## src/rtl/core/lmcd_pkg.sv

```systemverilog
`timescale 1ns / 1ps

package lmcd_pkg;

  // Rows per module
  localparam int ROWS = 8;

  // Command codes
  localparam logic [2:0] CMD_SET_PIXEL = 3'd0;
  localparam logic [2:0] CMD_CLEAR     = 3'd1;
  localparam logic [2:0] CMD_DRAW      = 3'd2;
  localparam logic [2:0] CMD_BCAST_ROW = 3'd3;
  localparam logic [2:0] CMD_DEV_WRITE = 3'd4;
  localparam logic [2:0] CMD_BLANK     = 3'd5;
  localparam logic [2:0] CMD_INIT      = 3'd6;

  // Configuration register indexes
  localparam logic [0:0] REG_NUM_DEVICES = 1'd0;
  localparam logic [0:0] REG_BRIGHTNESS  = 1'd1;

  // Driver chip register addresses
  localparam logic [3:0] DRV_NOOP      = 4'h0;
  localparam logic [3:0] DRV_DECODE    = 4'h9;
  localparam logic [3:0] DRV_INTENSITY = 4'hA;
  localparam logic [3:0] DRV_SCAN      = 4'hB;
  localparam logic [3:0] DRV_SHUTDOWN  = 4'hC;
  localparam logic [3:0] DRV_TEST      = 4'hF;

  // Input request and output word
  typedef struct packed {
    logic [2:0] command;
    logic [3:0] pixel_x;
    logic [5:0] pixel_y;
    logic       pixel_on;
    logic [3:0] digit_row;
    logic [7:0] row_pattern;
    logic [2:0] target_device;
    logic [3:0] target_addr;
    logic [7:0] target_data;
  } req_t;

  typedef struct packed {
    logic [3:0] word_addr;
    logic [7:0] word_data;
    logic       frame_end;
    logic       last;
  } word_t;

  // Word address and data sources
  typedef enum logic [1:0] {
    ASEL_CONST,
    ASEL_DROW,
    ASEL_CNT,
    ASEL_TGT
  } addr_sel_t;

  typedef enum logic [2:0] {
    DSEL_CONST,
    DSEL_PAT,
    DSEL_BRIGHT,
    DSEL_COL,
    DSEL_TGT
  } data_sel_t;

  // Microprogram steps
  typedef enum logic [3:0] {
    ST_PIXEL,
    ST_CLEAR,
    ST_DRAW,
    ST_BCAST,
    ST_DEVW,
    ST_INIT_TEST,
    ST_INIT_DECODE,
    ST_INIT_SCAN,
    ST_INIT_INTENS,
    ST_INIT_WAKE,
    ST_INIT_BLANK,
    ST_INIT_CLEAR,
    ST_BLANK
  } step_t;

  // One control word
  typedef struct packed {
    addr_sel_t  addr_sel;
    data_sel_t  data_sel;
    logic [3:0] const_addr;
    logic [7:0] const_data;
    logic       fetch;      // read frame buffer in the cycle before each execute cycle
    logic       emit;       // produce one word per execute cycle
    logic       loop_dev;   // repeat over devices
    logic       loop8;      // repeat over eight columns or rows
    logic       pix_wr;     // write back a modified pixel row
    logic       clear;      // clear the active modules
    logic       emit_last;  // final word of this step ends the command
    logic       done;       // command ends after this step
  } ctrl_t;

  // Sequencer to datapath control
  typedef struct packed {
    ctrl_t      ctrl;
    logic       exec;
    logic       dev_last;
    logic       word_last;
    logic [2:0] cnt;
  } seq_ctrl_t;

  // Microcode ROM
  function automatic ctrl_t microcode(input step_t s);
    ctrl_t c;
    c = '0;
    unique case (s)
      ST_PIXEL: begin
        c.fetch  = 1'b1;
        c.pix_wr = 1'b1;
        c.done   = 1'b1;
      end
      ST_CLEAR, ST_INIT_CLEAR: begin
        c.clear = 1'b1;
        c.done  = 1'b1;
      end
      ST_DRAW: begin
        c.fetch     = 1'b1;
        c.emit      = 1'b1;
        c.addr_sel  = ASEL_CNT;
        c.data_sel  = DSEL_COL;
        c.loop_dev  = 1'b1;
        c.loop8     = 1'b1;
        c.emit_last = 1'b1;
        c.done      = 1'b1;
      end
      ST_BCAST: begin
        c.emit      = 1'b1;
        c.addr_sel  = ASEL_DROW;
        c.data_sel  = DSEL_PAT;
        c.loop_dev  = 1'b1;
        c.emit_last = 1'b1;
        c.done      = 1'b1;
      end
      ST_DEVW: begin
        c.emit      = 1'b1;
        c.addr_sel  = ASEL_TGT;
        c.data_sel  = DSEL_TGT;
        c.loop_dev  = 1'b1;
        c.emit_last = 1'b1;
        c.done      = 1'b1;
      end
      ST_INIT_TEST: begin
        c.emit       = 1'b1;
        c.const_addr = DRV_TEST;
        c.loop_dev   = 1'b1;
      end
      ST_INIT_DECODE: begin
        c.emit       = 1'b1;
        c.const_addr = DRV_DECODE;
        c.loop_dev   = 1'b1;
      end
      ST_INIT_SCAN: begin
        c.emit       = 1'b1;
        c.const_addr = DRV_SCAN;
        c.const_data = 8'h07;
        c.loop_dev   = 1'b1;
      end
      ST_INIT_INTENS: begin
        c.emit       = 1'b1;
        c.const_addr = DRV_INTENSITY;
        c.data_sel   = DSEL_BRIGHT;
        c.loop_dev   = 1'b1;
      end
      ST_INIT_WAKE: begin
        c.emit       = 1'b1;
        c.const_addr = DRV_SHUTDOWN;
        c.const_data = 8'h01;
        c.loop_dev   = 1'b1;
      end
      ST_INIT_BLANK: begin
        c.emit      = 1'b1;
        c.addr_sel  = ASEL_CNT;
        c.loop_dev  = 1'b1;
        c.loop8     = 1'b1;
        c.emit_last = 1'b1;
      end
      ST_BLANK: begin
        c.emit      = 1'b1;
        c.addr_sel  = ASEL_CNT;
        c.loop_dev  = 1'b1;
        c.loop8     = 1'b1;
        c.emit_last = 1'b1;
        c.done      = 1'b1;
      end
      default: begin
        c.done = 1'b1;
      end
    endcase
    return c;
  endfunction

endpackage

```

## src/rtl/core/lmcd_ram.sv

```systemverilog
`timescale 1ns / 1ps

module lmcd_ram #(
  parameter int WIDTH = 8,
  parameter int DEPTH = 4
) (
  input  logic                                   clk,
  input  logic                                   we,
  input  logic [(DEPTH > 1 ? $clog2(DEPTH) : 1)-1:0] waddr,
  input  logic [WIDTH-1:0]                       wdata,
  input  logic [(DEPTH > 1 ? $clog2(DEPTH) : 1)-1:0] raddr,
  output logic [WIDTH-1:0]                       rdata
);

  logic [WIDTH-1:0] mem [DEPTH];

  // Write port and registered read port
  always_ff @(posedge clk) begin
    if (we) begin
      mem[waddr] <= wdata;
    end
    rdata <= mem[raddr];
  end

endmodule

```

## src/rtl/core/lmcd_seq.sv

```systemverilog
`timescale 1ns / 1ps

module lmcd_seq #(
  parameter int MAX_MODULES = 4
) (
  input  logic                        clk,
  input  logic                        rst,
  input  logic                        start,
  input  lmcd_pkg::req_t              req,
  input  logic [$clog2(MAX_MODULES+1)-1:0] n,
  output logic                        busy,
  output logic [(MAX_MODULES > 1 ? $clog2(MAX_MODULES) : 1)-1:0] dev,
  output lmcd_pkg::seq_ctrl_t         sc
);

  localparam int NW    = $clog2(MAX_MODULES + 1);
  localparam int IDX_W = (MAX_MODULES > 1) ? $clog2(MAX_MODULES) : 1;

  lmcd_pkg::step_t pc;
  logic             phase;
  logic [IDX_W-1:0] j;
  logic [2:0]       cnt;

  lmcd_pkg::ctrl_t ctrl;
  lmcd_pkg::step_t entry;
  logic            entry_ok;
  logic            accept;
  logic            exec;
  logic            dev_last;
  logic            cnt_last;

  // Decode the current step
  always_comb begin
    ctrl     = lmcd_pkg::microcode(pc);
    exec     = busy && (!ctrl.fetch || phase);
    dev_last = ((NW'(j) + NW'(1)) == n);
    cnt_last = (cnt == 3'd7);
    accept   = start && !busy;
    dev      = IDX_W'(n - NW'(1) - NW'(j));
  end

  assign sc.ctrl      = ctrl;
  assign sc.exec      = exec;
  assign sc.dev_last  = dev_last;
  assign sc.word_last = ctrl.emit_last && dev_last && (!ctrl.loop8 || cnt_last);
  assign sc.cnt       = cnt;

  // Pick the program entry and drop requests with an unknown command or an out-of-range pixel, row or device
  always_comb begin
    entry    = lmcd_pkg::ST_CLEAR;
    entry_ok = 1'b0;
    unique case (req.command)
      lmcd_pkg::CMD_SET_PIXEL: begin
        entry    = lmcd_pkg::ST_PIXEL;
        entry_ok = !req.pixel_x[3] && ({1'b0, req.pixel_y[5:3]} < 4'(n));
      end
      lmcd_pkg::CMD_CLEAR: begin
        entry    = lmcd_pkg::ST_CLEAR;
        entry_ok = 1'b1;
      end
      lmcd_pkg::CMD_DRAW: begin
        entry    = lmcd_pkg::ST_DRAW;
        entry_ok = 1'b1;
      end
      lmcd_pkg::CMD_BCAST_ROW: begin
        entry    = lmcd_pkg::ST_BCAST;
        entry_ok = (req.digit_row >= 4'd1) && (req.digit_row <= 4'd8);
      end
      lmcd_pkg::CMD_DEV_WRITE: begin
        entry    = lmcd_pkg::ST_DEVW;
        entry_ok = ({1'b0, req.target_device} < 4'(n));
      end
      lmcd_pkg::CMD_BLANK: begin
        entry    = lmcd_pkg::ST_BLANK;
        entry_ok = 1'b1;
      end
      lmcd_pkg::CMD_INIT: begin
        entry    = lmcd_pkg::ST_INIT_TEST;
        entry_ok = 1'b1;
      end
      default: begin
        entry    = lmcd_pkg::ST_CLEAR;
        entry_ok = 1'b0;
      end
    endcase
  end

  // Step counter, device and column loops
  always_ff @(posedge clk) begin
    if (rst) begin
      busy  <= 1'b0;
      pc    <= lmcd_pkg::ST_CLEAR;
      phase <= 1'b0;
      j     <= '0;
      cnt   <= '0;
    end else if (accept) begin
      busy  <= entry_ok;
      pc    <= entry;
      phase <= 1'b0;
      j     <= '0;
      cnt   <= '0;
    end else if (busy) begin
      if (!exec) begin
        phase <= 1'b1;
      end else begin
        phase <= 1'b0;
        if (ctrl.loop_dev && !dev_last) begin
          j <= j + IDX_W'(1);
        end else begin
          j <= '0;
          if (ctrl.loop8 && !cnt_last) begin
            cnt <= cnt + 3'd1;
          end else begin
            cnt <= '0;
            if (ctrl.done) begin
              busy <= 1'b0;
            end else begin
              pc <= lmcd_pkg::step_t'(pc + 4'd1);
            end
          end
        end
      end
    end
  end

endmodule

```

## src/rtl/core/lmcd_dp.sv

```systemverilog
`timescale 1ns / 1ps

module lmcd_dp #(
  parameter int MAX_MODULES = 4
) (
  input  logic                        clk,
  input  logic                        rst,
  input  logic                        accept,
  input  lmcd_pkg::req_t              req_in,
  input  logic [$clog2(MAX_MODULES+1)-1:0] n,
  input  logic [3:0]                  brightness,
  input  logic [(MAX_MODULES > 1 ? $clog2(MAX_MODULES) : 1)-1:0] dev,
  input  lmcd_pkg::seq_ctrl_t         sc,
  output lmcd_pkg::word_t             word,
  output logic                        word_strobe
);

  localparam int NW    = $clog2(MAX_MODULES + 1);
  localparam int IDX_W = (MAX_MODULES > 1) ? $clog2(MAX_MODULES) : 1;
  localparam int ROWS  = lmcd_pkg::ROWS;

  lmcd_pkg::req_t item;

  logic [ROWS-1:0][MAX_MODULES-1:0] valid;
  logic [ROWS-1:0]                  rd_valid;
  logic [7:0]                       rd_row  [ROWS];
  logic [7:0]                       row_val [ROWS];
  logic [IDX_W-1:0]                 pix_mod;
  logic [IDX_W-1:0]                 rd_addr;
  logic                             pix_we;
  logic [7:0]                       pix_old;
  logic [7:0]                       pix_mask;
  logic [7:0]                       pix_new;
  logic [7:0]                       col_data;
  logic                             tgt_hit;
  lmcd_pkg::word_t                  word_next;

  // Hold the request for the whole program
  always_ff @(posedge clk) begin
    if (accept) begin
      item <= req_in;
    end
  end

  // Module addressed by the pixel row
  assign pix_mod = IDX_W'(n - NW'(1) - NW'(item.pixel_y[5:3]));
  assign rd_addr = sc.ctrl.pix_wr ? pix_mod : dev;
  assign pix_we  = sc.exec && sc.ctrl.pix_wr;

  // One memory per display row, all read at the same module
  for (genvar r = 0; r < ROWS; r++) begin : g_row
    lmcd_ram #(
      .WIDTH (8),
      .DEPTH (MAX_MODULES)
    ) u_row (
      .clk   (clk),
      .we    (pix_we && (item.pixel_y[2:0] == 3'(r))),
      .waddr (pix_mod),
      .wdata (pix_new),
      .raddr (rd_addr),
      .rdata (rd_row[r])
    );
    assign row_val[r] = rd_valid[r] ? rd_row[r] : 8'h00;
  end

  // Track written entries; unwritten ones read as zero
  always_ff @(posedge clk) begin
    if (rst) begin
      valid <= '0;
    end else if (sc.exec && sc.ctrl.clear) begin
      for (int r = 0; r < ROWS; r++) begin
        for (int m = 0; m < MAX_MODULES; m++) begin
          if (NW'(m) < n) begin
            valid[r][m] <= 1'b0;
          end
        end
      end
    end else if (pix_we) begin
      valid[item.pixel_y[2:0]][pix_mod] <= 1'b1;
    end
  end

  always_ff @(posedge clk) begin
    for (int r = 0; r < ROWS; r++) begin
      rd_valid[r] <= valid[r][rd_addr];
    end
  end

  // Modify one pixel of the fetched row
  always_comb begin
    pix_old  = row_val[item.pixel_y[2:0]];
    pix_mask = 8'h80 >> item.pixel_x[2:0];
    pix_new  = item.pixel_on ? (pix_old | pix_mask) : (pix_old & ~pix_mask);
  end

  // Transpose: bit row of the column byte comes from display row 7 - row
  always_comb begin
    for (int row = 0; row < ROWS; row++) begin
      col_data[row] = row_val[ROWS-1-row][sc.cnt];
    end
  end

  assign tgt_hit = ({1'b0, item.target_device} == 4'(dev));

  // Assemble the next word
  always_comb begin
    word_next.frame_end = sc.dev_last;
    word_next.last      = sc.word_last;
    unique case (sc.ctrl.addr_sel)
      lmcd_pkg::ASEL_CONST: word_next.word_addr = sc.ctrl.const_addr;
      lmcd_pkg::ASEL_DROW:  word_next.word_addr = item.digit_row;
      lmcd_pkg::ASEL_CNT:   word_next.word_addr = {1'b0, sc.cnt} + 4'd1;
      lmcd_pkg::ASEL_TGT:   word_next.word_addr = tgt_hit ? item.target_addr
                                                          : lmcd_pkg::DRV_NOOP;
      default:              word_next.word_addr = sc.ctrl.const_addr;
    endcase
    unique case (sc.ctrl.data_sel)
      lmcd_pkg::DSEL_CONST:  word_next.word_data = sc.ctrl.const_data;
      lmcd_pkg::DSEL_PAT:    word_next.word_data = item.row_pattern;
      lmcd_pkg::DSEL_BRIGHT: word_next.word_data = {4'h0, brightness};
      lmcd_pkg::DSEL_COL:    word_next.word_data = col_data;
      lmcd_pkg::DSEL_TGT:    word_next.word_data = tgt_hit ? item.target_data : 8'h00;
      default:               word_next.word_data = sc.ctrl.const_data;
    endcase
  end

  // Output register: each word shows for one cycle
  always_ff @(posedge clk) begin
    if (rst) begin
      word_strobe <= 1'b0;
    end else begin
      word_strobe <= sc.exec && sc.ctrl.emit;
    end
  end

  always_ff @(posedge clk) begin
    if (sc.exec && sc.ctrl.emit) begin
      word <= word_next;
    end
  end

endmodule

```

## src/rtl/core/led_matrix_chain_driver_core.sv

```systemverilog
`timescale 1ns / 1ps
// The first word is registered after the request is taken; draw fetches from the frame buffer first.
// Throughput: one word per cycle, but draw does one frame buffer read before each word.
// busy stays high until the last step of the microprogram has run.
// Reset clears the frame buffer through per-entry valid bits, sets 4 devices, brightness 0.
// Words cannot be stalled: each is on word for the one cycle that word_strobe marks.

module led_matrix_chain_driver_core #(
  parameter int MAX_MODULES = 4
) (
  input  logic            clk,
  input  logic            rst,
  input  logic            start,
  input  lmcd_pkg::req_t  req,
  output logic            busy,
  output lmcd_pkg::word_t word,
  output logic            word_strobe,
  input  logic            wr_en,
  input  logic [0:0]      wr_index,
  input  logic [3:0]      wr_data
);

  localparam int NW    = $clog2(MAX_MODULES + 1);
  localparam int IDX_W = (MAX_MODULES > 1) ? $clog2(MAX_MODULES) : 1;

  logic [2:0]          num_devices;
  logic [3:0]          brightness;
  logic [NW-1:0]       n;
  logic [IDX_W-1:0]    dev;
  lmcd_pkg::seq_ctrl_t sc;
  logic                accept;

  // Configuration registers
  always_ff @(posedge clk) begin
    if (rst) begin
      num_devices <= 3'd4;
      brightness  <= 4'd0;
    end else if (wr_en) begin
      if (wr_index == lmcd_pkg::REG_NUM_DEVICES) begin
        num_devices <= wr_data[2:0];
      end
      if (wr_index == lmcd_pkg::REG_BRIGHTNESS) begin
        brightness <= wr_data;
      end
    end
  end

  // Clamp the device count to 1..MAX_MODULES
  always_comb begin
    if (num_devices == 3'd0) begin
      n = NW'(1);
    end else if ({1'b0, num_devices} > 4'(MAX_MODULES)) begin
      n = NW'(MAX_MODULES);
    end else begin
      n = NW'(num_devices);
    end
  end

  assign accept = start && !busy;

  lmcd_seq #(
    .MAX_MODULES (MAX_MODULES)
  ) u_seq (
    .clk   (clk),
    .rst   (rst),
    .start (start),
    .req   (req),
    .n     (n),
    .busy  (busy),
    .dev   (dev),
    .sc    (sc)
  );

  lmcd_dp #(
    .MAX_MODULES (MAX_MODULES)
  ) u_dp (
    .clk         (clk),
    .rst         (rst),
    .accept      (accept),
    .req_in      (req),
    .n           (n),
    .brightness  (brightness),
    .dev         (dev),
    .sc          (sc),
    .word        (word),
    .word_strobe (word_strobe)
  );

  // Words only come out of a running program
  assert property (@(posedge clk) disable iff (rst) word_strobe |-> $past(busy))
    else $error("word strobe without a running command");

  // Only the final word of a command may end while the sequencer is idle
  assert property (@(posedge clk) disable iff (rst) (word_strobe && !word.last) |-> busy)
    else $error("command ended before its last word");

  // The last word of a command always closes a chip-select frame
  assert property (@(posedge clk) disable iff (rst)
    (word_strobe && word.last) |-> word.frame_end)
    else $error("last word does not end a frame");

endmodule
```

## config.mk

```make
export PLATFORM = sky130hd
export DESIGN_NAME = led_matrix_chain_driver_core
export DESIGN_NICKNAME = d
export VERILOG_FILES = /design/src/rtl/core/lmcd_pkg.sv /design/src/rtl/core/lmcd_ram.sv /design/src/rtl/core/lmcd_seq.sv /design/src/rtl/core/lmcd_dp.sv /design/src/rtl/core/led_matrix_chain_driver_core.sv
export SDC_FILE = /design/constraint.sdc
export NUM_CORES = 1
export LEC_CHECK = 0
export BUFFER_PORTS_ARGS = -buffer_cell sky130_fd_sc_hd__buf_2
export CAP_MARGIN = 20
export CORE_MARGIN = 10
export CORE_UTILIZATION = 55
export CTS_CLUSTER_DIAMETER = 200
export DETAILED_ROUTE_END_ITERATION = 7
export PLACE_DENSITY = 0.69
export REMOVE_ABC_BUFFERS = 1
export SLEW_MARGIN = 20
export SYNTH_ARGS = -nofsm -noshare
export SYNTH_HDL_FRONTEND = slang
export SYNTH_SLANG_ARGS = --single-unit
```

## constraint.sdc

```tcl
create_clock -name clk -period 3.4 [get_ports clk]
set_input_delay 0.51 -clock clk [delete_from_list [all_inputs] [get_ports clk]]
set_output_delay 0.51 -clock clk [all_outputs]
set_load 0.01 [all_outputs]
```

### Word level (Yosys, flattened, before mapping)

Memories as Yosys holds them, arrays and structs flattened. A register that Yosys moved wholly into a read port is not among the register bits.
Index checks and enable logic that the tools add are counted.
W data, S select, Z words.

| cells by class | value |
|---|---|
| add/subtract/negate cells | 8 |
| order comparisons | 16 |
| equality and inequality tests | 41 |
| shifts and indexed selects | 1 |
| muxes and demuxes | 104 |
| bitwise logic cells | 7 |
| reductions and logical operators | 55 |

Operator list:

| kind | count |
|---|---|
| $mux W8 | 12 |
| $mux W32 | 2 |
| $mux W1 | 49 |
| $mux W4 | 8 |
| $or A32 B32 Y32 | 1 |
| $pmux W8 S4 | 1 |
| $eq A3 B3 Y1 const B | 9 |
| $bmux W1 S3 | 8 |
| $bmux W8 S3 | 1 |
| $pmux W4 S6 | 1 |
| $logic_and A1 B1 Y1 | 21 |
| $eq A4 B4 Y1 const B | 5 |
| $pmux W4 S5 | 1 |
| $eq A3 B2 Y1 const B | 6 |
| $bmux W1 S2 | 8 |
| $eq A4 B3 Y1 const B | 4 |
| $pmux W4 S4 | 1 |
| $reduce_and A2 Y1 | 7 |
| $demux W4 S3 | 1 |
| $ne A2 B2 Y1 const B | 6 |
| $pmux W3 S4 | 1 |
| $reduce_or A10 Y1 | 1 |
| $eq A3 B1 Y1 const B | 3 |
| $logic_not A3 Y1 | 3 |
| other kinds (48) | 72 |

| word-level totals | value |
|---|---|
| register bits | 109 |
| RAM bits | 256 |
| word-level logic and storage cells | 293 |
| memories kept | 8 |

Memory list:

| memory | words | bits a word | rd ports | clocked after memory_dff | write ports | line | RTL |
|---|---|---|---|---|---|---|---|
| u_dp.g_row[0].u_row.mem | 4 | 8 | 1 | 1 | 1 | lmcd_ram.sv:15 | `logic [WIDTH-1:0] mem [DEPTH];` |
| u_dp.g_row[1].u_row.mem | 4 | 8 | 1 | 1 | 1 | lmcd_ram.sv:15 |  |
| u_dp.g_row[2].u_row.mem | 4 | 8 | 1 | 1 | 1 | lmcd_ram.sv:15 |  |
| u_dp.g_row[3].u_row.mem | 4 | 8 | 1 | 1 | 1 | lmcd_ram.sv:15 |  |
| u_dp.g_row[4].u_row.mem | 4 | 8 | 1 | 1 | 1 | lmcd_ram.sv:15 |  |
| u_dp.g_row[5].u_row.mem | 4 | 8 | 1 | 1 | 1 | lmcd_ram.sv:15 |  |
| +2 memories | n/a | n/a | n/a | n/a | n/a | n/a |  |

### Logic depth before layout (Yosys ltp)

Gate-level depths: netlist of the first run.

| logic depth | value |
|---|---|
| word-level depth | 14 |
| depth in mapped cells | 9 |
| gate-level depth less buffers | 8 |

### Hierarchy

Synthesis of the first run repeated with hierarchy kept, for this count alone.

| unflattened totals | value |
|---|---|
| cell total of the unflattened synthesis | 1091 |
| area, all modules | 17445.5 sq um |

Modules (own cells, without submodules):

| module | times used | cells an instance | area an instance (sq um) | seq. area each (sq um) |
|---|---|---|---|---|
| lmcd_ram | 8 | 54 | 1348.8 | 1121.1 |
| lmcd_dp | 1 | 463 | 5083.6 | 2322.2 |
| lmcd_seq | 1 | 162 | 1253.7 | 220.2 |
| led_matrix_chain_driver_core | 1 | 34 | 317.8 | 140.1 |

### Least setup slack after synthesis of the first run

Ideal clock, no wire load.

| timing path | value |
|---|---|
| path type | register to register |
| start point | register u_dp.item[29] (netlist bit) |
| end point | memory u_dp.g_row[0].u_row.mem[0][2] (data pin) |
| library setup time | 0.385 ns |
| arrival time | 2.500 ns |
| slack | 0.515 ns |
| cell stages (with the launch flop) | 7 |
| buffers on the path | 2 |
| clock period less this slack | 2.885 ns |
| path through | edfxtp_1 -> clkbuf_1 -> clkbuf_1 -> nor2b_1 -> a22oi_1 -> mux4_2 -> mux2i_1 |

| between the ends | value |
|---|---|
| cells in the longest elaborated chain, start to end | 6 |
| elaborated cells on any way between the ends | 7 |
| those cells by class | 4 x mux; 3 x bitwise |

RTL lines:

| what | line | RTL |
|---|---|---|
| start, declared | lmcd_dp.sv:22 | `lmcd_pkg::req_t item;` |
| start signal, assigned | lmcd_dp.sv:41 | `item <= req_in;` |
| $not A3 Y4 (not written as such) * | lmcd_dp.sv:91 | `pix_old = row_val[item.pixel_y[2:0]];` |
| $bmux W8 S3 * | lmcd_dp.sv:91 |  |
| $mux W8 (not written as such) * (2 in series) | lmcd_dp.sv:91 |  |
| $and A8 B8 Y8 or $or A8 B8 Y8 (tied branches) | lmcd_dp.sv:93 | `pix_new = item.pixel_on ? (pix_old \| pix_mask) : (pix_old & ~pix_mask);` |
| $mux W8 * | lmcd_dp.sv:93 |  |
| via u_dp.g_row[0].u_row.wdata[2] | lmcd_ram.sv:10 | `input logic [WIDTH-1:0] wdata,` |
| end, declared | lmcd_ram.sv:15 |  |

Mark *: on every way through the listed nets, which the timed path passes. The rest lies on a longest branch. The select of a mux whose other input is x is not followed.

### Worst setup path after layout of the first run

| timing path | value |
|---|---|
| start point | register u_seq.pc[0] |
| end point | memory u_dp.g_row[3].u_row.mem[3][5], enable pin |

| between the ends | value |
|---|---|
| cells in the longest elaborated chain, start to end | 10 |
| elaborated cells on any way between the ends | 12 |
| those cells by class | 1 x eq/ne; 4 x mux; 7 x reduce/logical |

RTL lines:

| what | line | RTL |
|---|---|---|
| start, declared | lmcd_seq.sv:19 | `lmcd_pkg::step_t pc;` |
| start signal, assigned | lmcd_seq.sv:92 | `pc <= lmcd_pkg::ST_CLEAR;` |
| start signal, assigned | lmcd_seq.sv:98 | `pc <= entry;` |
| start signal, assigned | lmcd_seq.sv:118 | `pc <= lmcd_pkg::step_t'(pc + 4'd1);` |
| $eq A4 B2 Y1 or $logic_not A4 Y1 (tied branches) | lmcd_pkg.sv:111 | `unique case (s)` |
| $reduce_or A2 Y1 (no line) | n/a |  |
| $mux W1 | lmcd_pkg.sv:111 |  |
| $logic_not A1 Y1 | lmcd_seq.sv:35 | `exec = busy && (!ctrl.fetch \|\| phase);` |
| $logic_or A1 B1 Y1 | lmcd_seq.sv:35 |  |
| $logic_and A1 B1 Y1 | lmcd_seq.sv:35 |  |
| $logic_and A1 B1 Y1 * | lmcd_dp.sv:48 | `assign pix_we = sc.exec && sc.ctrl.pix_wr;` |
| $logic_and A1 B1 Y1 * | lmcd_dp.sv:57 | `.we (pix_we && (item.pixel_y[2:0] == 3'(r))),` |
| $mux W1 * | lmcd_ram.sv:19 | `if (we) begin` |
| $mux W1 (not written as such) * | lmcd_ram.sv:20 | `mem[waddr] <= wdata;` |
| end, declared | lmcd_ram.sv:15 |  |

Every way passes the cells marked *; elsewhere a longest branch is shown, timed or not.

==> summary.md, run 1 <==
| Metric | Value |
|---|---|
| CP Class | `reg -> reg` |
| Largest stage delay on the critical path | `0.56 ns` |
| Initial Util | `56.0%` |
| Layout Utilization | `64.5%` |
| Core Area | `0.0307 mm²` |
| Post-layout nets | `1490` |
| CP Launch Type | `flop` |
| Crit path time final | `2.86 ns` |
| Final wirelength | `42600 µm` |
| CTS clock-pin slew for the worst setup and hold paths | `0.06 ns` |
| Worst-path fanout max | `8` |
| DRT antenna net count | `0` |
| Status | `complete, no violations` |
| Synth unique cells | `69` |
| Max-cap violations | `0` |
| Worst skew pair latency | `0.55 ns` |
| Per-cell routed wire length | `22.9 µm` |
| Global-route wire length before repair | `64800 µm` |
| Total setup buffers inserted after CTS | `0` |
| RSZ-0062 raised after global routing | `false` |
| Area leader, netlist | `edfxtp_1` |
| Port Buf Inserts | `65` |
| Cts repair resizes | `0` |
| Die height | `197 µm` |
| DR pass1 iterations | `5` |
| Die area | `0.0388 mm²` |
| CTS Root Cell | `clkbuf_16` |
| Placed cell areas | `0.0184 mm²` |
| Endpoints failing hold | `0` |
| Area grow syn2layout | `15.1%` |
| Width of the die | `197 µm` |
| Rows | `64` |
| Clock Sinks | `429` |
| Initial DRC Count | `852` |
| CP required | `3.57 ns` |
| Final std cells w/o fill | `1858` |
| Largest net degree at the start of global routing | `97` |
| Remaining DRCs | `0` |
| CP cell instances | `inv_1, ha_1, nor3b_4, nand3_1, nor2_1, nand3_1, nor2_1` |
| Final period util | `84.0%` |
| CTS HTree Levels | `2` |
| CTS tree | `built` |
| Share of cells above drive strength 1 | `16.5%` |
| Seq cells post-synth | `429` |
| Worst min path class | `in -> reg` |
| Final setup fails | `0` |
| Leak | `6.96 nW` |
| CTS hold repair buffers | `0` |
| Post-Synthesis Cell Area | `0.0172 mm²` |
| PnR Total Power | `12.4 mW` |
| Total CTS buffers | `44` |
| PD cells | `626 mW/mm²` |
| Normalized max-slew margin | `40.8%` |
| DPL Wire Length | `28000 µm` |
| Max rail drop VDD | `544 µV` |
| Slew Limit Fails | `0` |
| Number of synthesized flops with an enable pin | `306` |
| Clk buf depth | `3` |
| Finished Cell Area | `0.0198 mm²` |
| Area share of the largest cell type after synthesis | `53.3%` |
| Synth Instances | `1338` |
| Routed via count | `11379` |
| Seq/Total Area, Yosys | `67.6%` |
| Antenna violations before repair | `0` |
| Top Ports | `66` |
| Gr ovfl total | `0` |
| Placed cell count | `1775` |
| CP max stage cell | `nor2_1` |
| Number of global-route vias before repair | `11065` |
| Post-Syn Area per Cell | `12.9 µm²` |
| Peak Freq | `350 MHz` |
| Synth async-reset ratio | `0%` |
| Global Route Usage Sum | `21.5%` |
| Gp weighted congestion | `0.909` |
| Worst reg-to-reg setup slack | `0.54 ns` |
| Vias/cell | `6.12` |
| Largest cells by area after synthesis | `edfxtp_1, dfxtp_1, nand2_1` |
| Clock Skews | `0.0175 ns` |
| Crit end category | `flop` |
| Worst Tran Pin Value | `0.885 ns` |
| Primary FF master, synth | `edfxtp_1` |
| CP arrival | `3.03 ns` |
| Ys Warns | `0` |
[critical path, delay by kind of cell (launching register included)]
kind	cells	cell delay (ns)
adders and majority gates	1	0.17
buffers and inverters	1	0.10
DFF	1	0.36
and+or+nand+nor	5	1.85
[synthesized netlist by cell type (all sizes together) (17+ instances only)]
cell / number
buf: 25
a211oi: 74
nand2: 200
nand3: 28
nor2: 77
a31oi: 75
inv: 17
edfxtp: 306
clkbuf: 56
a21oi: 39
o21ai: 30
and2: 77
mux4: 23
dfxtp: 123
mux2i: 20
[metal layers]
layer / share of wire (%) / global-route usage, % / wire (µm)
met3: 6.7 / 3.48 / 2860
met5: 0 / 0 / 0
met1: 41 / 28.2 / 17700
met4: 3.1 / 7.43 / 1310
met2: 49 / 35.7 / 20800
[cells in the final DEF (no fill, tap or decap), types with 11 or more instances in the layout]
cell / synthesis / routed
nand2_1: 200 / 200
a32oi_1: 12 / 12
o21ai_0: 20 / 20
mux4_2: 23 / 23
dfxtp_1: 123 / 123
a21oi_1: 38 / 35
inv_1: 16 / 16
a31oi_1: 75 / 74
buf_2: 15 / 65
mux2i_1: 20 / 15
clkbuf_1: 56 / 11
nor2b_1: 11 / 11
nor2_1: 77 / 77
nand2b_1: 11 / 11
clkbuf_16: 0 / 45
edfxtp_1: 306 / 306
a211oi_1: 74 / 74
nor3b_1: 11 / 11
and2_1: 76 / 76
nand3_1: 28 / 28
ha_1: 15 / 15
buf_4: 0 / 49
a22oi_1: 15 / 15
[report_power, final]
group	leakage (nW)	internal, mW	total, mW	switching (mW)
logic	2.38	0.508	1.44	0.930
registers	3.85	5.93	6.13	0.202
clock network	0.733	2.89	4.84	1.96
[logic make-up (layout without fill, tap and decap cells)]
| kind of cell | after synthesis | count (layout) | synth area share [%] |
|---|---|---|---|
| adders and majority gates | 15 | 15 | 1.09 |
| AOI/OAI and AO/OA | 290 | 290 | 11.7 |
| other | 0 | 1 | 0 |
| and+or+nand+nor | 450 | 450 | 12.4 |
| xor gates and xnor gates | 10 | 10 | 0.588 |
| DFF | 429 | 429 | 67.6 |
| buffers and inverters | 98 | 221 | 2.24 |
| muxes | 46 | 46 | 4.36 |
[flip-flops by register name (all words and copies together) (netlist names)]
register                cells
u_dp.rd_valid               8
u_seq.cnt                   3
u_dp.item                  36
u_seq.j                     2
num_devices                 3
u_seq.phase                 1
u_seq.busy                  1
brightness                  4
u_dp.valid                 32
u_dp.g_row.u_row.mem      256
u_dp.word                  14
u_dp.g_row.u_row.rdata     64
u_dp.word_strobe            1
u_seq.pc                    4
[cell type report]
type / instances / area (µm²)
Sequential cell: 429 / 11700
Inverter: 17 / 63.8
Clock buffer: 62 / 1250
Multi-Input combinational cell: 811 / 5290
Antenna cell: 1 / 2.50
Tap cell: 396 / 495
Fill cell: 2304 / 10900
Timing Repair Buffer: 122 / 853
Clock inverter: 20 / 228
[through the flow]
stage	worst slack (ns)	hold WS [ns]	TNS, ns
2_1_floorplan	-3.91	0.426	-281.29
3_3_place_gp	0.609	0.433	0
3_5_place_dp	0.575	0.438	0
4_1_cts	0.562	0.117	0
5_1_grt	0.407	0.118	0
6_report	0.544	0.131	0
[worst paths after layout]
check / from / end / depth (start not counted)
min: req[22] / u_dp.item[22] / 1
max: u_seq.pc[0] / u_dp.g_row[3].u_row.mem[3][5] / 7
min reg2reg: u_dp.valid[19] / u_dp.valid[19] / 2
max reg2reg: u_seq.pc[0] / u_dp.g_row[3].u_row.mem[3][5] / 7
Power figures use the tool's default switching activity.
==> inputs of run 2 (changes only) <==
clock period = 2.8 ns   (was 3.4 ns; I/O delays follow)
==> run 2 against run 1 <==
Against the previous run:
- die area unchanged
- sequential cell count did not move
- first-iteration DRC count increased by 0.23%
- sequential power grew 21%
- combinational power is 26% higher
- non-clock buffer count up 24
- worst setup slack worse by 0.40 ns
- critical endpoint is now u_dp.g_row[3].u_row.mem[3][7]
- via count is 0.14% lower
- core utilization up 0.48 points
- largest cell class unchanged
==> summary.md, run 2 (synthesized netlist as in run 1, its figures left out) <==
| Metric | Value |
|---|---|
| Status | `complete, no violations` |
| CP max stage cell | `nor2_1` |
| Commonest non-fill, non-tap cells in the layout | `edfxtp_1, nand2_1, dfxtp_1, and2_1, nor2_1` |
| Worst skew pair latency | `0.54 ns` |
| Commonest non-fill, non-tap cell in the layout | `edfxtp_1` |
| DPL Wire Length | `27600 µm` |
| Vias/cell | `6.05` |
| DR pass1 iterations | `7` |
| Worst-path fanout max | `8` |
| Clk buf depth | `3` |
| Reg with most FFs | `u_dp.g_row.u_row.mem` |
| Routed via count | `11363` |
| Crit path time final | `2.66 ns` |
| Normalized max-slew margin | `45.7%` |
| Biggest regs | `u_dp.g_row.u_row.mem (256), u_dp.g_row.u_row.rdata (64), u_dp.item (36)` |
| Area grow syn2layout | `16.0%` |
| Layout Utilization | `65.0%` |
| Gp weighted congestion | `0.904` |
| Port Buf Inserts | `65` |
| CP Class | `reg -> reg` |
| Post-layout nets | `1514` |
| Final wirelength | `42300 µm` |
| Number of global-route vias before repair | `11338` |
| CP required | `2.97 ns` |
| Global Route Usage Sum | `21.5%` |
| Register area | `0.0117 mm²` |
| Per-cell routed wire length | `22.5 µm` |
| Finished Cell Area | `0.0200 mm²` |
| Top Ports | `66` |
| Clock Sinks | `429` |
| RSZ-0062 raised after global routing | `false` |
| CTS Root Cell | `clkbuf_16` |
| Max rail drop VDD | `565 µV` |
| Total setup buffers inserted after CTS | `0` |
| Width of the die | `197 µm` |
| Slew Limit Fails | `0` |
| Worst min path class | `in -> reg` |
| Initial Util | `56.0%` |
| Die height | `197 µm` |
| Clock Skews | `0.0171 ns` |
| Final std cells w/o fill | `1879` |
| Inserted Diodes | `0` |
| CTS clock-pin slew for the worst setup and hold paths | `0.06 ns` |
| PnR Total Power | `14.8 mW` |
| Met2 GRT Util | `34.8%` |
| PD cells | `740 mW/mm²` |
| Leak | `7.03 nW` |
| Rows | `64` |
| Multi-input gate area | `0.00530 mm²` |
| Initial DRC Count | `854` |
| Largest stage delay on the critical path | `0.58 ns` |
| DRT antenna net count | `0` |
| CP cell instances | `inv_1, ha_1, nor3b_4, nand3_1, nor2_1, nand3_1, nor2_1` |
| Top delay family on crit path | `simple AND/OR/NAND/NOR gates` |
| Placed cell areas | `0.0186 mm²` |
| Endpoints failing hold | `0` |
| Max-cap violations | `0` |
| CP Launch Type | `flop` |
| Largest net degree at the start of global routing | `78` |
| Share of cells above drive strength 1 | `17.6%` |
| Total CTS buffers | `44` |
| Peak Freq | `377 MHz` |
| CTS HTree Levels | `2` |
| Die area | `0.0388 mm²` |
| GRT busiest layer | `met2` |
| Worst Tran Pin Value | `0.814 ns` |
| Antenna violations before repair | `0` |
| Largest register FFs | `256` |
| Filler cells | `2286` |
| CTS hold repair buffers | `0` |
| CP arrival | `2.82 ns` |
| Core Area | `0.0307 mm²` |
| Remaining DRCs | `0` |
| Gr ovfl total | `0` |
| Hold slack | `0.0537 ns` |
| Global-route wire length before repair | `65000 µm` |
| Final setup fails | `0` |
| CTS tree | `built` |
| Met1 Use GR | `28.2%` |
| Crit end category | `flop` |
| Placed cell count | `1799` |
| Buf+Inv Stages, Crit Path | `1` |
| Met3 GRT Util | `4.09%` |
| Final period util | `94.8%` |
run 2: cell types whose count changed in the layout (fill, tap and decap cells not counted), moves of 3 or more:
| cell | before | now |
|---|---|---|
| buf_12 | 8 | 14 |
| clkinvlp_4 | 0 | 3 |
| buf_4 | 49 | 67 |
| clkinv_2 | 9 | 6 |
| clkinv_1 | 3 | 10 |
| clkbuf_1 | 11 | 7 |
run 2: layer usage:
| metal | wire, µm | up-vias |
|---|---|---|
| met5 | 0 | - |
| met4 | 1550 | 0 |
| met3 | 3050 | 100 |
| met2 | 20200 | 449 |
| met1 | 17600 | 5574 |
| li1 | - | 5240 |
run 2: power by group:
part / internal, mW / switching (mW) / total, mW
Sequential: 7.20 / 0.233 / 7.43
Clock: 3.18 / 2.36 / 5.54
Combinational: 0.674 / 1.14 / 1.81
Total: 11.1 / 3.73 / 14.8
run 2: through the flow:
step | TNS, ns | worst slack, ns
global placement | 0 | 0.224
CTS | 0 | 0.190
global route | 0 | 0.00339
floorplan | -364.92 | -4.51
detailed placement | 0 | 0.198
finish | 0 | 0.145
run 2: timing repair:
action / 4_1_cts / 5_1_grt
resized for setup: 0 / 1
hold endpoints to repair: 0 / 0
endpoints found under the setup margin: 0 / 8
run 2: area by class of cell:
cell class                 instances  area share [%]
clock inverter                    25           0.945
clock buffer                      55            5.92
tap                              396            2.48
inverter                          17           0.319
multi-input combinational        811            26.5
sequential                       429            58.3
timing repair buffer             146            5.55
run 2: path summary, 6_finish.rpt:
path	startpoint	endpoint	slack, ns	depth (start not counted)
hold / removal	req[35]	u_dp.item[35]	0.05	1
setup / recovery	u_seq.pc[0]	u_dp.g_row[3].u_row.mem[3][7]	0.14	7
hold reg to reg	u_dp.valid[23]	u_dp.valid[23]	0.45	2
setup reg to reg	u_seq.pc[0]	u_dp.g_row[3].u_row.mem[3][7]	0.14	7
==> inputs of run 3 (changes only) <==
CAP_MARGIN = default   (was 20)
SETUP_SLACK_MARGIN = 0.3   (was default)
==> run 3 against run 2 <==
Against the previous run:
- power rose by 0.63%
- highest routed layer unchanged
- via count is 0.69% higher
- first-iteration DRC count is 2.5% lower
- cell area is 1.4% higher
- worst setup slack better by 0.19 ns
- non-clock buffer count up 11
- count of clock-buffer cells in the layout stayed put
- global-route usage is 0.15 points higher
- critical path depth is 1 higher
- sequential share of layout area decreased by 0.76 points
- sequential power barely moved
- critical endpoint is now u_seq.pc[3]
- die area stayed put
==> summary.md, run 3 (synthesized netlist as in run 1, its figures left out) <==
| Metric | Value |
|---|---|
| Biggest regs | `u_dp.g_row.u_row.mem (256), u_dp.g_row.u_row.rdata (64), u_dp.item (36)` |
| Top delay family on crit path | `compound AO/OA/AOI/OAI gates` |
| Clock Skews | `0.0164 ns` |
| RSZ-0062 raised after global routing | `true` |
| Crit path depth | `8` |
| Reg with most FFs | `u_dp.g_row.u_row.mem` |
| Final setup fails | `0` |
| Commonest non-fill, non-tap cells in the layout | `edfxtp_1, nand2_1, dfxtp_1, and2_1, buf_4` |
| Reg-to-reg critical path startpoint | `u_seq.pc[0]` |
| Hold slack | `0.0549 ns` |
| Largest register FFs | `256` |
| Rows | `64` |
| DRT antenna net count | `0` |
| Status | `complete, no violations` |
| Clock Power Share | `37.2%` |
| Routed via count | `11441` |
| CP required | `3.25 ns` |
| DR pass1 iterations | `5` |
| CTS tree | `built` |
| Number of global-route vias before repair | `11431` |
| Normalized max-slew margin | `52.6%` |
| Initial DRC Count | `833` |
| Inserted Diodes | `0` |
| Die area | `0.0388 mm²` |
| Placed cell areas | `0.0186 mm²` |
| Dpl ws | `0.198 ns` |
| HP Start | `req[35]` |
| Gr ovfl total | `0` |
| Worst skew pair latency | `0.54 ns` |
| CP Class | `reg -> reg` |
| Combinational share of power | `12.9%` |
| Area grow syn2layout | `17.6%` |
| Finished Cell Area | `0.0203 mm²` |
| PD cells | `734 mW/mm²` |
| Global-route wire length before repair | `65300 µm` |
| Buf+Inv Stages, Crit Path | `2` |
| Die height | `197 µm` |
| Peak Freq | `406 MHz` |
| Initial Util | `56.0%` |
| Commonest non-fill, non-tap cell in the layout | `edfxtp_1` |
| Max rail drop VDD | `554 µV` |
| Post-layout nets | `1525` |
| Clk buf depth | `3` |
| Flop pwr share | `50.0%` |
| Clock Sinks | `429` |
| Worst Setup SP | `u_seq.pc[0]` |
| Reg2reg path depth | `8` |
| Largest net degree at the start of global routing | `78` |
| Hold path depth | `1` |
| Max-cap violations | `0` |
| Final WS setup | `0.337 ns` |
| Vias/cell | `6.05` |
| Worst reg-to-reg setup slack | `0.34 ns` |
| Port Buf Inserts | `65` |
| Worst min path class | `in -> reg` |
| Per-cell routed wire length | `22.7 µm` |
| Width of the die | `197 µm` |
| Gp weighted congestion | `0.904` |
| DPL Wire Length | `27600 µm` |
| CTS Root Cell | `clkbuf_16` |
| Crit end category | `flop` |
| Crit path time final | `2.46 ns` |
| Total CTS buffers | `44` |
| Largest stage delay on the critical path | `0.54 ns` |
| Global Route Usage Sum | `21.7%` |
| Final period util | `88.0%` |
| CTS hold repair buffers | `0` |
| CP arrival | `2.91 ns` |
| CTS clock-pin slew for the worst setup and hold paths | `0.06 ns` |
| Core Area | `0.0307 mm²` |
| Slew Limit Fails | `0` |
| CP Launch Type | `flop` |
| Switching power | `3.77 mW` |
| Antenna violations before repair | `0` |
| CP max stage cell | `or4_1` |
| Int Pwr | `11.1 mW` |
| Endpoints failing hold | `0` |
| Worst-path fanout max | `13` |
| CP cell instances | `inv_1, ha_1, buf_4, or4_1, o211a_4, a2111oi_4, nand4_1, a311oi_1` |
| Sw Ratio | `25.3%` |
| Worst Tran Pin Value | `0.711 ns` |
| Top Ports | `66` |
| Leak | `7.12 nW` |
| Final wirelength | `42900 µm` |
| Final std cells w/o fill | `1890` |
| Layout Utilization | `65.9%` |
| CTS HTree Levels | `2` |
| Share of cells above drive strength 1 | `20.5%` |
| Placed cell count | `1799` |
| Remaining DRCs | `0` |
-- run 3: what timing repair did --
| item | 4_1_cts | 5_1_grt |
|---|---|---|
| cloned | 0 | 1 |
| pin swaps | 4 | 4 |
| endpoints found under the setup margin | 147 | 239 |
| setup buffers | 4 | 6 |
| resized for setup | 20 | 26 |
-- run 3: layout make-up --
class,count,area [µm²]
well taps,396,495
flip-flops and latches,429,11700
fillers,2247,10500
multi-input cells,811,5450
inverters,17,63.8
clock buffers,55,1180
repair buffers,157,1230
clock inverters,25,189
-- run 3: worst paths after layout --
path	end
min	u_dp.item[35]
max	u_seq.pc[3]
min reg2reg	u_dp.valid[27]
max reg2reg	u_seq.pc[3]
-- run 3: stage by stage --
step                      power [mW]  TNS (ns)
after global placement          9.33         0
after floorplan                 8.53   -364.92
final                           14.9         0
after global routing            15.4         0
after detailed placement        9.36         0
after CTS                       14.9         0
-- run 3: power groups by stage --
stage	clock network [mW]	logic [mW]	registers [mW]
global route	5.85	2.06	7.45
floorplan	0	1.05	7.48
finish	5.53	1.91	7.43
CTS	5.61	1.84	7.43
detailed placement	0	1.80	7.55
global placement	0	1.77	7.55
-- run 3: routing by layer --
layer	up-vias	global-route usage [%]	share of wire, %
met1	5605	28.2	41
met5	-	0	0
met3	106	4.11	7.7
met4	0	9.14	3.9
li1	5258	-	-
met2	472	35.1	47
